==> config.mk <==
export PLATFORM = sky130hd
export DESIGN_NAME = per_core_busy_time_monitor_unit
export DESIGN_NICKNAME = d
export VERILOG_FILES = /design/src/sv/bt_pkg.sv /design/src/sv/bt_div.sv /design/src/sv/bt_dp.sv /design/src/sv/bt_ctrl.sv /design/src/sv/per_core_busy_time_monitor_unit.sv
export SDC_FILE = /design/constraint.sdc
export NUM_CORES = 2
export LEC_CHECK = 0
export BUFFER_PORTS_ARGS = -buffer_cell sky130_fd_sc_hd__clkbuf_2
export CAP_MARGIN = 15
export CORE_UTILIZATION = 40
export DETAILED_ROUTE_END_ITERATION = 10
export SYNTH_ARGS = -nofsm -noshare
export SYNTH_HDL_FRONTEND = slang
export SYNTH_SLANG_ARGS = --single-unit
==> constraint.sdc <==
create_clock -name i_clk -period 9.8 [get_ports i_clk]
set_input_delay 0.49 -clock i_clk [delete_from_list [all_inputs] [get_ports i_clk]]
set_output_delay 0.49 -clock i_clk [all_outputs]
set_load 0.005 [all_outputs]
==> src/sv/bt_pkg.sv <==
// Shared types and constants for the per-core busy time monitor.
// Used by the controller, the datapath, the divider and the top level.
// No dependencies.
`default_nettype none

package bt_pkg;

    localparam logic [1:0] MODE_ACT    = 2'd0;
    localparam logic [1:0] MODE_IDLE   = 2'd1;
    localparam logic [1:0] MODE_OTHER  = 2'd2;
    localparam logic [1:0] MODE_REPORT = 2'd3;

    localparam int          PCT_W   = 15;
    localparam int          Q_STEPS = 15;
    localparam int          CNT_W   = 5;
    localparam logic [14:0] Q8_FULL = 15'd25600;
    localparam logic [4:0]  MAX_RES = 5'd16;

    typedef struct packed {
        logic [1:0]  mode;
        logic [3:0]  core;
        logic [47:0] timestamp;
    } t_in_item;

    typedef struct packed {
        logic [3:0]  core_id;
        logic [14:0] percent;
        logic        zero_time;
        logic        last;
    } t_result;

    typedef struct packed {
        logic capture;
        logic rd_walk;
        logic event_go;
        logic chk;
        logic take_q;
        logic buf_load;
        logic emit;
        logic emit_last;
    } t_dp_cmd;

    typedef struct packed {
        logic hit;
        logic need_div;
        logic div_done;
    } t_dp_sts;

endpackage

`default_nettype wire

==> src/sv/bt_div.sv <==
// Iterative divider: floor(busy * 25600 / fin) for busy < fin, one quotient bit a cycle.
// Depends on bt_pkg.
`default_nettype none

module bt_div #(
    parameter int TIME_BITS = 48
) (
    input  wire logic                      i_clk,
    input  wire logic                      i_rst_n,
    input  wire logic                      i_start,
    input  wire logic [TIME_BITS-1:0]      i_busy,
    input  wire logic [TIME_BITS-1:0]      i_fin,
    output logic                           o_done,
    output logic [bt_pkg::PCT_W-1:0]       o_quot
);

    localparam int NW = TIME_BITS + bt_pkg::Q_STEPS;

    logic [NW-1:0]                  num;
    logic [TIME_BITS:0]             trial;
    logic [TIME_BITS:0]             diff;
    logic                           ge;

    logic [TIME_BITS-1:0]           r_rem,  n_rem;
    logic [bt_pkg::Q_STEPS-1:0]     r_lo,   n_lo;
    logic [bt_pkg::PCT_W-1:0]       r_q,    n_q;
    logic [3:0]                     r_cnt,  n_cnt;
    logic                           r_run,  n_run;
    logic                           r_done, n_done;

    // busy * 25600 = (busy << 14) + (busy << 13) + (busy << 10)
    assign num = (NW'(i_busy) << 14) + (NW'(i_busy) << 13) + (NW'(i_busy) << 10);

    assign trial = {r_rem, r_lo[bt_pkg::Q_STEPS-1]};
    assign diff  = trial - {1'b0, i_fin};
    assign ge    = (trial >= {1'b0, i_fin});

    always_comb begin
        n_rem  = r_rem;
        n_lo   = r_lo;
        n_q    = r_q;
        n_cnt  = r_cnt;
        n_run  = r_run;
        n_done = 1'b0;
        if (i_start) begin
            n_rem = num[NW-1:bt_pkg::Q_STEPS];
            n_lo  = num[bt_pkg::Q_STEPS-1:0];
            n_q   = '0;
            n_cnt = 4'(bt_pkg::Q_STEPS);
            n_run = 1'b1;
        end else if (r_run) begin
            n_rem = ge ? diff[TIME_BITS-1:0] : trial[TIME_BITS-1:0];
            n_lo  = {r_lo[bt_pkg::Q_STEPS-2:0], 1'b0};
            n_q   = {r_q[bt_pkg::PCT_W-2:0], ge};
            n_cnt = r_cnt - 4'd1;
            if (r_cnt == 4'd1) begin
                n_run  = 1'b0;
                n_done = 1'b1;
            end
        end
    end

    always_ff @(posedge i_clk) begin
        if (!i_rst_n) begin
            r_run  <= 1'b0;
            r_done <= 1'b0;
            r_cnt  <= '0;
        end else begin
            r_run  <= n_run;
            r_done <= n_done;
            r_cnt  <= n_cnt;
        end
    end

    always_ff @(posedge i_clk) begin
        r_rem <= n_rem;
        r_lo  <= n_lo;
        r_q   <= n_q;
    end

    assign o_done = r_done;
    assign o_quot = r_q;

endmodule

`default_nettype wire

==> src/sv/bt_dp.sv <==
// Datapath: per-core flags, start and busy time memories, final time, result buffer.
// Depends on bt_pkg and bt_div.
`default_nettype none

module bt_dp #(
    parameter int NUM_CORES = 16,
    parameter int TIME_BITS = 48,
    parameter int IW        = 5
) (
    input  wire logic               i_clk,
    input  wire logic               i_rst_n,
    input  wire bt_pkg::t_in_item   i_item,
    input  wire bt_pkg::t_dp_cmd    i_cmd,
    input  wire logic [IW-1:0]      i_idx,
    output bt_pkg::t_dp_sts         o_sts,
    output logic                    o_strobe,
    output bt_pkg::t_result         o_result
);

    localparam int CW = (NUM_CORES > 1) ? $clog2(NUM_CORES) : 1;
    localparam logic [TIME_BITS-1:0] TMAX = '1;

    logic [TIME_BITS-1:0] start_mem [NUM_CORES];
    logic [TIME_BITS-1:0] busy_mem  [NUM_CORES];

    logic [NUM_CORES-1:0]      r_active;
    logic [NUM_CORES-1:0]      r_has_busy;
    logic [TIME_BITS-1:0]      r_final;
    logic [TIME_BITS-1:0]      r_ts;
    logic [1:0]                r_mode;
    logic [CW-1:0]             r_core;
    logic                      r_in_range;
    logic [TIME_BITS-1:0]      r_start_rd;
    logic [TIME_BITS-1:0]      r_busy_rd;
    logic [bt_pkg::PCT_W-1:0]  r_pct;
    logic                      r_zt;
    logic [3:0]                r_buf_id;
    logic [bt_pkg::PCT_W-1:0]  r_buf_pct;
    logic                      r_buf_zt;
    logic                      r_strobe;
    bt_pkg::t_result           r_out;

    logic [CW-1:0]             rd_addr;
    logic                      cur_active;
    logic                      cur_has_busy;
    logic                      do_act;
    logic                      do_idle;
    logic [TIME_BITS-1:0]      iv;
    logic [TIME_BITS-1:0]      sum_in;
    logic [TIME_BITS:0]        sum_raw;
    logic [TIME_BITS-1:0]      sum_sat;
    logic                      fin_zero;
    logic                      busy_ge;
    logic                      div_done;
    logic [bt_pkg::PCT_W-1:0]  div_q;

    assign rd_addr      = i_cmd.rd_walk ? i_idx[CW-1:0] : CW'(i_item.core);
    assign cur_active   = r_in_range && r_active[r_core];
    assign cur_has_busy = r_in_range && r_has_busy[r_core];
    assign do_act       = i_cmd.event_go && (r_mode == bt_pkg::MODE_ACT) && r_in_range
                          && !cur_active;
    assign do_idle      = i_cmd.event_go && (r_mode == bt_pkg::MODE_IDLE) && cur_active;

    assign iv      = (r_ts > r_start_rd) ? (r_ts - r_start_rd) : '0;
    assign sum_in  = cur_has_busy ? r_busy_rd : '0;
    assign sum_raw = {1'b0, sum_in} + {1'b0, iv};
    assign sum_sat = sum_raw[TIME_BITS] ? TMAX : sum_raw[TIME_BITS-1:0];

    assign fin_zero = (r_final == '0);
    assign busy_ge  = (r_busy_rd >= r_final);

    always_ff @(posedge i_clk) begin
        r_start_rd <= start_mem[rd_addr];
        r_busy_rd  <= busy_mem[rd_addr];
        if (do_act) begin
            start_mem[r_core] <= r_ts;
        end
        if (do_idle) begin
            busy_mem[r_core] <= sum_sat;
        end
    end

    always_ff @(posedge i_clk) begin
        if (!i_rst_n) begin
            r_active   <= '0;
            r_has_busy <= '0;
            r_final    <= '0;
            r_strobe   <= 1'b0;
        end else begin
            r_strobe <= i_cmd.emit;
            if (i_cmd.capture) begin
                r_final <= TIME_BITS'(i_item.timestamp);
            end
            if (do_act) begin
                r_active[r_core] <= 1'b1;
            end
            if (do_idle) begin
                r_active[r_core]   <= 1'b0;
                r_has_busy[r_core] <= 1'b1;
            end
        end
    end

    always_ff @(posedge i_clk) begin
        if (i_cmd.capture) begin
            r_ts       <= TIME_BITS'(i_item.timestamp);
            r_mode     <= i_item.mode;
            r_core     <= CW'(i_item.core);
            r_in_range <= (32'(i_item.core) < NUM_CORES);
        end
        if (i_cmd.chk) begin
            r_zt  <= fin_zero;
            r_pct <= fin_zero ? '0 : bt_pkg::Q8_FULL;
        end
        if (i_cmd.take_q) begin
            r_pct <= div_q;
        end
        if (i_cmd.emit) begin
            r_out.core_id   <= r_buf_id;
            r_out.percent   <= r_buf_pct;
            r_out.zero_time <= r_buf_zt;
            r_out.last      <= i_cmd.emit_last;
        end
        if (i_cmd.buf_load) begin
            r_buf_id  <= 4'(i_idx);
            r_buf_pct <= r_pct;
            r_buf_zt  <= r_zt;
        end
    end

    bt_div #(
        .TIME_BITS (TIME_BITS)
    ) u_div (
        .i_clk   (i_clk),
        .i_rst_n (i_rst_n),
        .i_start (i_cmd.chk && !fin_zero && !busy_ge),
        .i_busy  (r_busy_rd),
        .i_fin   (r_final),
        .o_done  (div_done),
        .o_quot  (div_q)
    );

    assign o_sts.hit      = (32'(i_idx) < NUM_CORES) && r_has_busy[i_idx[CW-1:0]];
    assign o_sts.need_div = !fin_zero && !busy_ge;
    assign o_sts.div_done = div_done;
    assign o_strobe       = r_strobe;
    assign o_result       = r_out;

endmodule

`default_nettype wire

==> src/sv/bt_ctrl.sv <==
// Controller: event sequencing and the report walk over the cores.
// Depends on bt_pkg; drives bt_dp through command and status structs.
`default_nettype none

module bt_ctrl #(
    parameter int NUM_CORES = 16,
    parameter int IW        = 5
) (
    input  wire logic              i_clk,
    input  wire logic              i_rst_n,
    input  wire logic              i_start,
    input  wire logic [1:0]        i_mode,
    input  wire bt_pkg::t_dp_sts   i_sts,
    output bt_pkg::t_dp_cmd        o_cmd,
    output logic [IW-1:0]          o_idx,
    output logic                   o_busy
);

    localparam logic [2:0] S_IDLE  = 3'd0;
    localparam logic [2:0] S_EVENT = 3'd1;
    localparam logic [2:0] S_SCAN  = 3'd2;
    localparam logic [2:0] S_LOAD  = 3'd3;
    localparam logic [2:0] S_DIV   = 3'd4;
    localparam logic [2:0] S_PUT   = 3'd5;

    localparam logic [IW-1:0] IDX_END = IW'(NUM_CORES);

    logic [2:0]               r_state,    n_state;
    logic [IW-1:0]            r_idx,      n_idx;
    logic [IW-1:0]            r_rep,      n_rep;
    logic [bt_pkg::CNT_W-1:0] r_cnt,      n_cnt;
    logic                     r_have_buf, n_have_buf;

    always_comb begin
        n_state    = r_state;
        n_idx      = r_idx;
        n_rep      = r_rep;
        n_cnt      = r_cnt;
        n_have_buf = r_have_buf;
        o_cmd      = '0;
        unique case (r_state)
            S_IDLE: begin
                if (i_start) begin
                    o_cmd.capture = 1'b1;
                    unique case (i_mode) inside
                        bt_pkg::MODE_ACT, bt_pkg::MODE_IDLE: begin
                            n_state = S_EVENT;
                        end
                        bt_pkg::MODE_REPORT: begin
                            n_state    = S_SCAN;
                            n_idx      = (r_rep < IDX_END) ? r_rep : '0;
                            n_cnt      = '0;
                            n_have_buf = 1'b0;
                        end
                        default: begin
                            n_state = S_IDLE;
                        end
                    endcase
                end
            end
            S_EVENT: begin
                o_cmd.event_go = 1'b1;
                n_state        = S_IDLE;
            end
            S_SCAN: begin
                if (r_idx == IDX_END) begin
                    o_cmd.emit      = r_have_buf;
                    o_cmd.emit_last = 1'b1;
                    n_rep           = '0;
                    n_state         = S_IDLE;
                end else if (i_sts.hit) begin
                    if (r_cnt == bt_pkg::MAX_RES) begin
                        o_cmd.emit = 1'b1;
                        n_rep      = r_idx;
                        n_state    = S_IDLE;
                    end else begin
                        o_cmd.rd_walk = 1'b1;
                        n_state       = S_LOAD;
                    end
                end else begin
                    n_idx = r_idx + 1'b1;
                end
            end
            S_LOAD: begin
                o_cmd.chk = 1'b1;
                n_state   = i_sts.need_div ? S_DIV : S_PUT;
            end
            S_DIV: begin
                if (i_sts.div_done) begin
                    o_cmd.take_q = 1'b1;
                    n_state      = S_PUT;
                end
            end
            S_PUT: begin
                o_cmd.buf_load = 1'b1;
                o_cmd.emit     = r_have_buf;
                n_have_buf     = 1'b1;
                n_cnt          = r_cnt + 1'b1;
                n_idx          = r_idx + 1'b1;
                n_state        = S_SCAN;
            end
            default: begin
                n_state = S_IDLE;
            end
        endcase
    end

    always_ff @(posedge i_clk) begin
        if (!i_rst_n) begin
            r_state    <= S_IDLE;
            r_idx      <= '0;
            r_rep      <= '0;
            r_cnt      <= '0;
            r_have_buf <= 1'b0;
        end else begin
            r_state    <= n_state;
            r_idx      <= n_idx;
            r_rep      <= n_rep;
            r_cnt      <= n_cnt;
            r_have_buf <= n_have_buf;
        end
    end

    assign o_idx  = r_idx;
    assign o_busy = (r_state != S_IDLE);

`ifndef NO_ASSERTIONS
    a_emit_state: assert property (@(posedge i_clk) disable iff (!i_rst_n)
        o_cmd.emit |-> (r_state == S_SCAN || r_state == S_PUT))
        else $error("result transfer outside scan or put");
    a_emit_buf: assert property (@(posedge i_clk) disable iff (!i_rst_n)
        o_cmd.emit |-> r_have_buf)
        else $error("result transfer with empty buffer");
    a_cnt_max: assert property (@(posedge i_clk) disable iff (!i_rst_n)
        r_cnt <= bt_pkg::MAX_RES)
        else $error("report result count overrun");
    a_div_exit: assert property (@(posedge i_clk) disable iff (!i_rst_n)
        (r_state == S_DIV) |=> (r_state == S_DIV || r_state == S_PUT))
        else $error("divide wait left wrongly");
    a_rep_range: assert property (@(posedge i_clk) disable iff (!i_rst_n)
        r_rep < IDX_END)
        else $error("report index out of range");
`endif

endmodule

`default_nettype wire

==> src/sv/per_core_busy_time_monitor_unit.sv <==
// Per-core busy time monitor: top level joining controller and datapath.
// Depends on bt_pkg, bt_ctrl, bt_dp (and bt_div below it).
//
// An event is taken when start is high and busy is low. Activate and idle have an
// accept step, then a read-modify-write through the time memories' single read
// port; other events end at accept. A report has an accept step, a scan step per
// core passed over, a closing scan step, and per reported core scan, load and put
// steps, plus the 15-step divider unless the final time is zero or busy reaches it.
// Each result appears on o_result for one cycle with o_strobe high and cannot be
// held off; the last result of a report is there in the first cycle with busy low.
`default_nettype none

module per_core_busy_time_monitor_unit #(
    parameter int NUM_CORES = 16,
    parameter int TIME_BITS = 48
) (
    input  wire logic              i_clk,
    input  wire logic              i_rst_n,
    input  wire logic              start,
    output logic                   busy,
    input  wire bt_pkg::t_in_item  i_item,
    output logic                   o_strobe,
    output bt_pkg::t_result        o_result
);

    localparam int IW = $clog2(NUM_CORES + 1);

    bt_pkg::t_dp_cmd cmd;
    bt_pkg::t_dp_sts sts;
    logic [IW-1:0]   idx;

    bt_ctrl #(
        .NUM_CORES (NUM_CORES),
        .IW        (IW)
    ) u_ctrl (
        .i_clk   (i_clk),
        .i_rst_n (i_rst_n),
        .i_start (start),
        .i_mode  (i_item.mode),
        .i_sts   (sts),
        .o_cmd   (cmd),
        .o_idx   (idx),
        .o_busy  (busy)
    );

    bt_dp #(
        .NUM_CORES (NUM_CORES),
        .TIME_BITS (TIME_BITS),
        .IW        (IW)
    ) u_dp (
        .i_clk    (i_clk),
        .i_rst_n  (i_rst_n),
        .i_item   (i_item),
        .i_cmd    (cmd),
        .i_idx    (idx),
        .o_sts    (sts),
        .o_strobe (o_strobe),
        .o_result (o_result)
    );

endmodule

`default_nettype wire
======== After elaboration in Yosys (flattened, before gate mapping) ========
Memories as Yosys holds them, arrays and structs flattened. A register that Yosys moved wholly into a read port is not among the register bits.
Cells that the tools add are included.
word-level totals
  flip-flop bits (word level) ............. 295
  memory bits (writable) .................. 1536
  bits of input ports ..................... 57
  output and inout port bits .............. 23
  memories kept ........................... 2
cells by class
  $add $sub $neg .......................... 8
  order comparisons ....................... 8
  equal/unequal tests ..................... 17
  multiplexer cells ....................... 72
  bitwise logic cells ..................... 6
  reduce and logical (&&, ||, !) cells .... 29
memory list
  name            depth  width  read ports  clocked after memory_dff  write ports  line         source
  u_dp.busy_mem   16     48     1           1                         1            bt_dp.sv:24  logic [TIME_BITS-1:0] busy_mem [NUM_CORES];
  u_dp.start_mem  16     48     1           1                         1            bt_dp.sv:23  logic [TIME_BITS-1:0] start_mem [NUM_CORES];
operators with widths
  cell                   count
  $mux W48               6
  $sub A48 B48 Y48       2
  $mux W15               5
  $add A62 B61 Y63       1
  $add A63 B58 Y63       1
  $mux W5                10
  $add A48 B48 Y49       1
  $ge A49 B48 Y1         1
  $ge A48 B48 Y1         1
  $gt A48 B48 Y1         1
  $logic_not A48 Y1      1
  $mux W16               3
  $or A16 B16 Y16        2
  $mux W1                30
  $and A16 B16 Y16       1
  $not A16 Y16           1
  $pmux W3 S5            1
  $pmux W5 S3            1
  $bmux W1 S4            3
  $mux W3                4
  $mux W4                3
  $add A5 B1 Y5 const B  2
  $eq A5 B5 Y1 const B   2
  $lt A4 B5 Y1 const B   2
  28 further kinds       55

======== Logic depth before layout (Yosys ltp) ========
  word-level depth ........................ 9
  mapped depth ............................ 28
  mapped depth without buffers ............ 24

======== Hierarchy ========
Synthesis repeated with hierarchy kept, for this count alone.
second synthesis, totals
  cells, all modules ...................... 5563
  area, all modules ....................... 85625.9 um^2
by module, submodules not included
  module   times used  cells each  area each (um^2)
  bt_dp    1           4268        74493.9
  bt_div   1           1149        9924.5
  bt_ctrl  1           146         1207.4

======== Least setup slack after synthesis ========
OpenSTA, ideal clock, no wires.
  path type ............................... flip-flop to flip-flop
  start point ............................. register u_dp.r_ts[2]
  end point ............................... memory u_dp.busy_mem[0][10] (data pin)
  library setup time ...................... 0.386 ns
  data arrival time ....................... 5.918 ns
  data required time ...................... 9.414 ns
  setup slack ............................. 3.496 ns
  cell stages (with the launch flop) ...... 26
  buffers on the path ..................... 3
  period minus slack after synthesis ...... 6.304 ns
  cells stage by stage .................... edfxtp_1 -> ha_1 -> nor2b_1 -> o31a_1 -> o21ai_1 -> a21oi_1 -> o21ai_1 -> a31oi_1 -> o211ai_1 -> and2_1 -> clkbuf_1 -> clkbuf_1 -> nor2_1 -> ha_1 -> fa_1 -> a211oi_1 -> o31ai_1 -> o221a_2 -> a31oi_1 -> o22ai_1 -> a311oi_2 -> o21ai_1 -> nor3b_1 -> o22ai_1 -> buf_2 -> o21ai_0
on the way
  word-level cells in the longest chain between the ends .. 4
  elaborated cells between the ends (all ways) .. 5
ends and longest elaborated chain
  item                                                       line          source
  from (decl)                                                bt_dp.sv:29   logic [TIME_BITS-1:0] r_ts;
  from (signal assigned)                                     bt_dp.sv:106  r_ts <= TIME_BITS'(i_item.timestamp);
  $sub A48 B48 Y48 / $gt A48 B48 Y1 (equally long branches)  bt_dp.sv:64   assign iv = (r_ts > r_start_rd) ? (r_ts - r_start_rd) : '0;
  $mux W48 *                                                 bt_dp.sv:64
  $add A48 B48 Y49 *                                         bt_dp.sv:66   assign sum_raw = {1'b0, sum_in} + {1'b0, iv};
  $mux W48 *                                                 bt_dp.sv:67   assign sum_sat = sum_raw[TIME_BITS] ? TMAX : sum_raw[TIME_BITS-1:0];
  named net u_dp.sum_sat[10]                                 bt_dp.sv:51   logic [TIME_BITS-1:0] sum_sat;
  to (decl)                                                  bt_dp.sv:24
The timed path passes the listed nets; every way through them passes the cells marked *.

======== Worst setup path after layout ========
  start point ............................. register u_dp.r_ts[0]
  end point ............................... memory u_dp.busy_mem[7][8] (data pin)
The elaborated chain is that of the path after synthesis.

==> results.cfg <==
[status]
status = complete, no violations

[cts]
numCtsBuffers = 194
cts.sinks = 1917
clk_pin_slew_ns = 0.07
clock_latency_ns = 0.85
htree_levels = 4
clock-root-buffer = clkbuf_16
post_cts_resized = 0
clockBufferDepth = 3
cts_tree = done

[route]
vias = 52750
finalWirelength_um = 243800
ant_nets = 0
drt_first_pass_iters = 5
drt_iter0_markers = 5605
wl_per_cell_um = 26.60
via_per_inst = 5.754
drc = 0

[sta]
fin_ws_ns = 0.8139
finalCritPeriodShare_pct = 91.70
min_period_ns = 8.986
finalSetupViolations = 0
fmax_mhz = 111.3
worstMarginPinSlew_ns = 1.151
final.setup.tns_ns = 0
relSlewSlack_pct = 22.57
rsz0062_at_grt = no
skew_ns = 0.05007
slew_viol_final = 0
hold_violations = 0

[floorplan]
coreArea_um2 = 210200
start_util_pct = 40.36
dieHeight_um = 462.5
die-area_um2 = 213900
io_pins = 80
die_w_um = 462.5
std_cell_rows = 168

[worst_setup_path]
crit_start = u_dp.r_ts[0]$_DFFE_PP_
crit_end = u_dp.busy_mem[7][8]$_DFFE_PP_
path_class = register to register
reg2reg_depth = 25
crit_path_end_kind = register
cpMostUsedCell = o21ai_1
crit_path_start_kind = register
cpMaxStageDelayCell = edfxtp_1
rr_startpoint = u_dp.r_ts[0]$_DFFE_PP_
path_max_fanout = 42
r2r_slack_ns = 0.81
crit_required_ns = 10.35
critical_path.max_stage_delay_ns = 0.66
critPathArrivalTime_ns = 9.54
reg2reg_to = u_dp.busy_mem[7][8]$_DFFE_PP_

[logic_synthesis]
syn_area_per_cell_um2 = 13.96
synthTopCellsByArea = edfxtp_1, mux2i_1, dfxtp_1, ha_1, o22ai_1
ys.flop_type = edfxtp_1
synth_top_area_share_pct = 60.17
ys_warn_count = 0
ys_async_sr_fraction_pct = 0
syn-cell-area_um2 = 84840
synthCells = 6076
ys_types = 82
synth-edff-count = 1700
synth_seq_cells = 1917
ys_seq_area_share_pct = 65.29
syn_nets = 6430
yosys.area.top_type = edfxtp_1

[layout]
finalNetCount = 6542
final_common_cell = edfxtp_1
layout-drive-gt1-share_pct = 8.585
area_delta_synth_final_pct = 12.81
n_fill_cell = 18600
layout_common_cells = edfxtp_1, mux2i_1, o22ai_1

[global_route]
grt_first_pass_wirelength_um = 352300
antenna_found_initial = 7
grt_max_degree = 120
grt_overflow = 0
grt_pass1_vias = 51380
grtUsageTotal_pct = 22.27

[power]
power.density_nw_per_um2 = 220.4
p_leak_nw = 34.90
irDropWorstVdd_mv = 0.1460

[placed_design]
place_hpwl_um = 145200
portBuffers = 79
place_ws_ns = 1.127
gp_congestion = 0.9598

[flow_run]
cap_viol_max_count = 0

[min_path]
hold_class = input port to register
hold_depth = 1
## worst max-delay path: cells and delay by family, from the launching register on
family / cells / cell delay, ns
compound gates: 15 / 4.75
simple gates: 4 / 1.39
fa+ha+maj: 3 / 1.01
flops: 1 / 0.66
buf+inv: 3 / 0.75
## through the flow
| step | cells | area, um2 | hold WS (ns) | util (%) | power, W |
|---|---|---|---|---|---|
| finish | 9168 | 95710 | 0.07387 | 45.53 | 0.02109 |
| global route | 9165 | 95700 | 0.02003 | 45.53 | 0.02182 |
| CTS | 9165 | 95700 | 0.02562 | 45.53 | 0.02111 |
| detailed placement | 8749 | 88560 | 0.4045 | 42.13 | 0.01345 |
| global placement | 8748 | 88560 | 0.4011 | 42.13 | 0.01340 |
| floorplan | 6076 | 84840 | 0.4003 | - | 0.01216 |
## state kept, by name (all words and copies together), names as in the netlist, 5 cells and up, named ones only
register,cells
u_dp.r_final,48
u_dp.busy_mem,768
u_dp.u_div.r_lo,5
u_dp.o_result,21
u_ctrl.r_rep,5
u_dp.r_has_busy,16
u_dp.r_ts,48
u_dp.r_buf_pct,15
u_ctrl.o_idx,5
u_dp.r_start_rd,48
u_dp.u_div.r_rem,48
u_ctrl.r_cnt,5
u_dp.r_busy_rd,48
u_dp.r_pct,15
u_dp.start_mem,768
u_dp.u_div.o_quot,15
## worst min-delay path by stage
stage	slack, ns	to	startpoint
after global placement	0.40	u_dp.o_result[7]$_DFFE_PP_	u_dp.r_buf_pct[5]$_DFFE_PP_
after floorplan	0.40	u_dp.o_result[10]$_DFFE_PP_	u_dp.r_buf_pct[8]$_DFFE_PP_
after CTS	0.03	u_dp.r_ts[45]$_DFFE_PP_	i_item[45]
after global routing	0.02	u_dp.r_ts[44]$_DFFE_PP_	i_item[44]
after detailed placement	0.40	u_dp.r_buf_pct[14]$_DFFE_PP_	u_dp.r_pct[14]$_DFFE_PP_
final	0.07	u_dp.r_ts[43]$_DFFE_PP_	i_item[43]
## synthesized netlist by cell type (28+ instances only)
master and instances:
a211oi_1 28, a21o_1 112, a21oi_1 335, and2_1 76, buf_2 109, clkbuf_1 157, dfxtp_1 217, edfxtp_1 1700
fa_1 48, ha_1 249, inv_1 161, mux2i_1 808, nand2_1 338, nand2b_1 30, nand3_1 55, nand4_1 58
nor2_1 304, nor2b_1 41, nor3_1 65, nor4_1 29, o21a_1 39, o21ai_0 144, o21bai_1 30, o22ai_1 391
or4_1 99, xnor2_1 95, xor2_1 64
## power breakdown
| group | internal [W] | switching (W) |
|---|---|---|
| combinational | 0.00121 | 0.00249 |
| sequential | 0.00943 | 0.000267 |
| clock | 0.00450 | 0.00320 |
| total | 0.0151 | 0.00596 |
## area by class of cell
cell class | instances | area, um2 | area share, %
well taps | 2805 | 3510 | 3.667
repair buffers | 213 | 1647 | 1.720
clock buffers | 272 | 5340 | 5.580
clock inverters | 96 | 1316 | 1.375
flip-flops and latches | 1917 | 55390 | 57.88
multi-input cells | 3701 | 27890 | 29.14
diodes | 3 | 7.507 | 0.007844
inverters | 161 | 606.8 | 0.6340
## cell families after synthesis
kind of cell / after synthesis / share of synthesized area, %
mux: 824 / 9.936
xor+xnor: 159 / 1.641
fa+ha+maj: 297 / 4.805
compound gates: 1248 / 9.231
flops: 1917 / 65.29
buf+inv: 458 / 2.271
simple gates: 1173 / 6.825
## repair_timing
action | 4_1_cts | 5_1_grt
hold endpoints to repair | 90 | 0
hold buffers | 48 | 0
buffers inserted | 0 | 0
## per-layer routing
metal / global-route usage (%) / part of all wire [%] / vias up
li1: - / - / 23670
met2: 35.60 / 46 / 1897
met4: 6.197 / 2.6 / 0
met3: 3.284 / 6.8 / 315
met1: 31.53 / 44 / 26870
met5: 0 / 0 / -
Note: power is estimated with default switching activity, not from simulation.
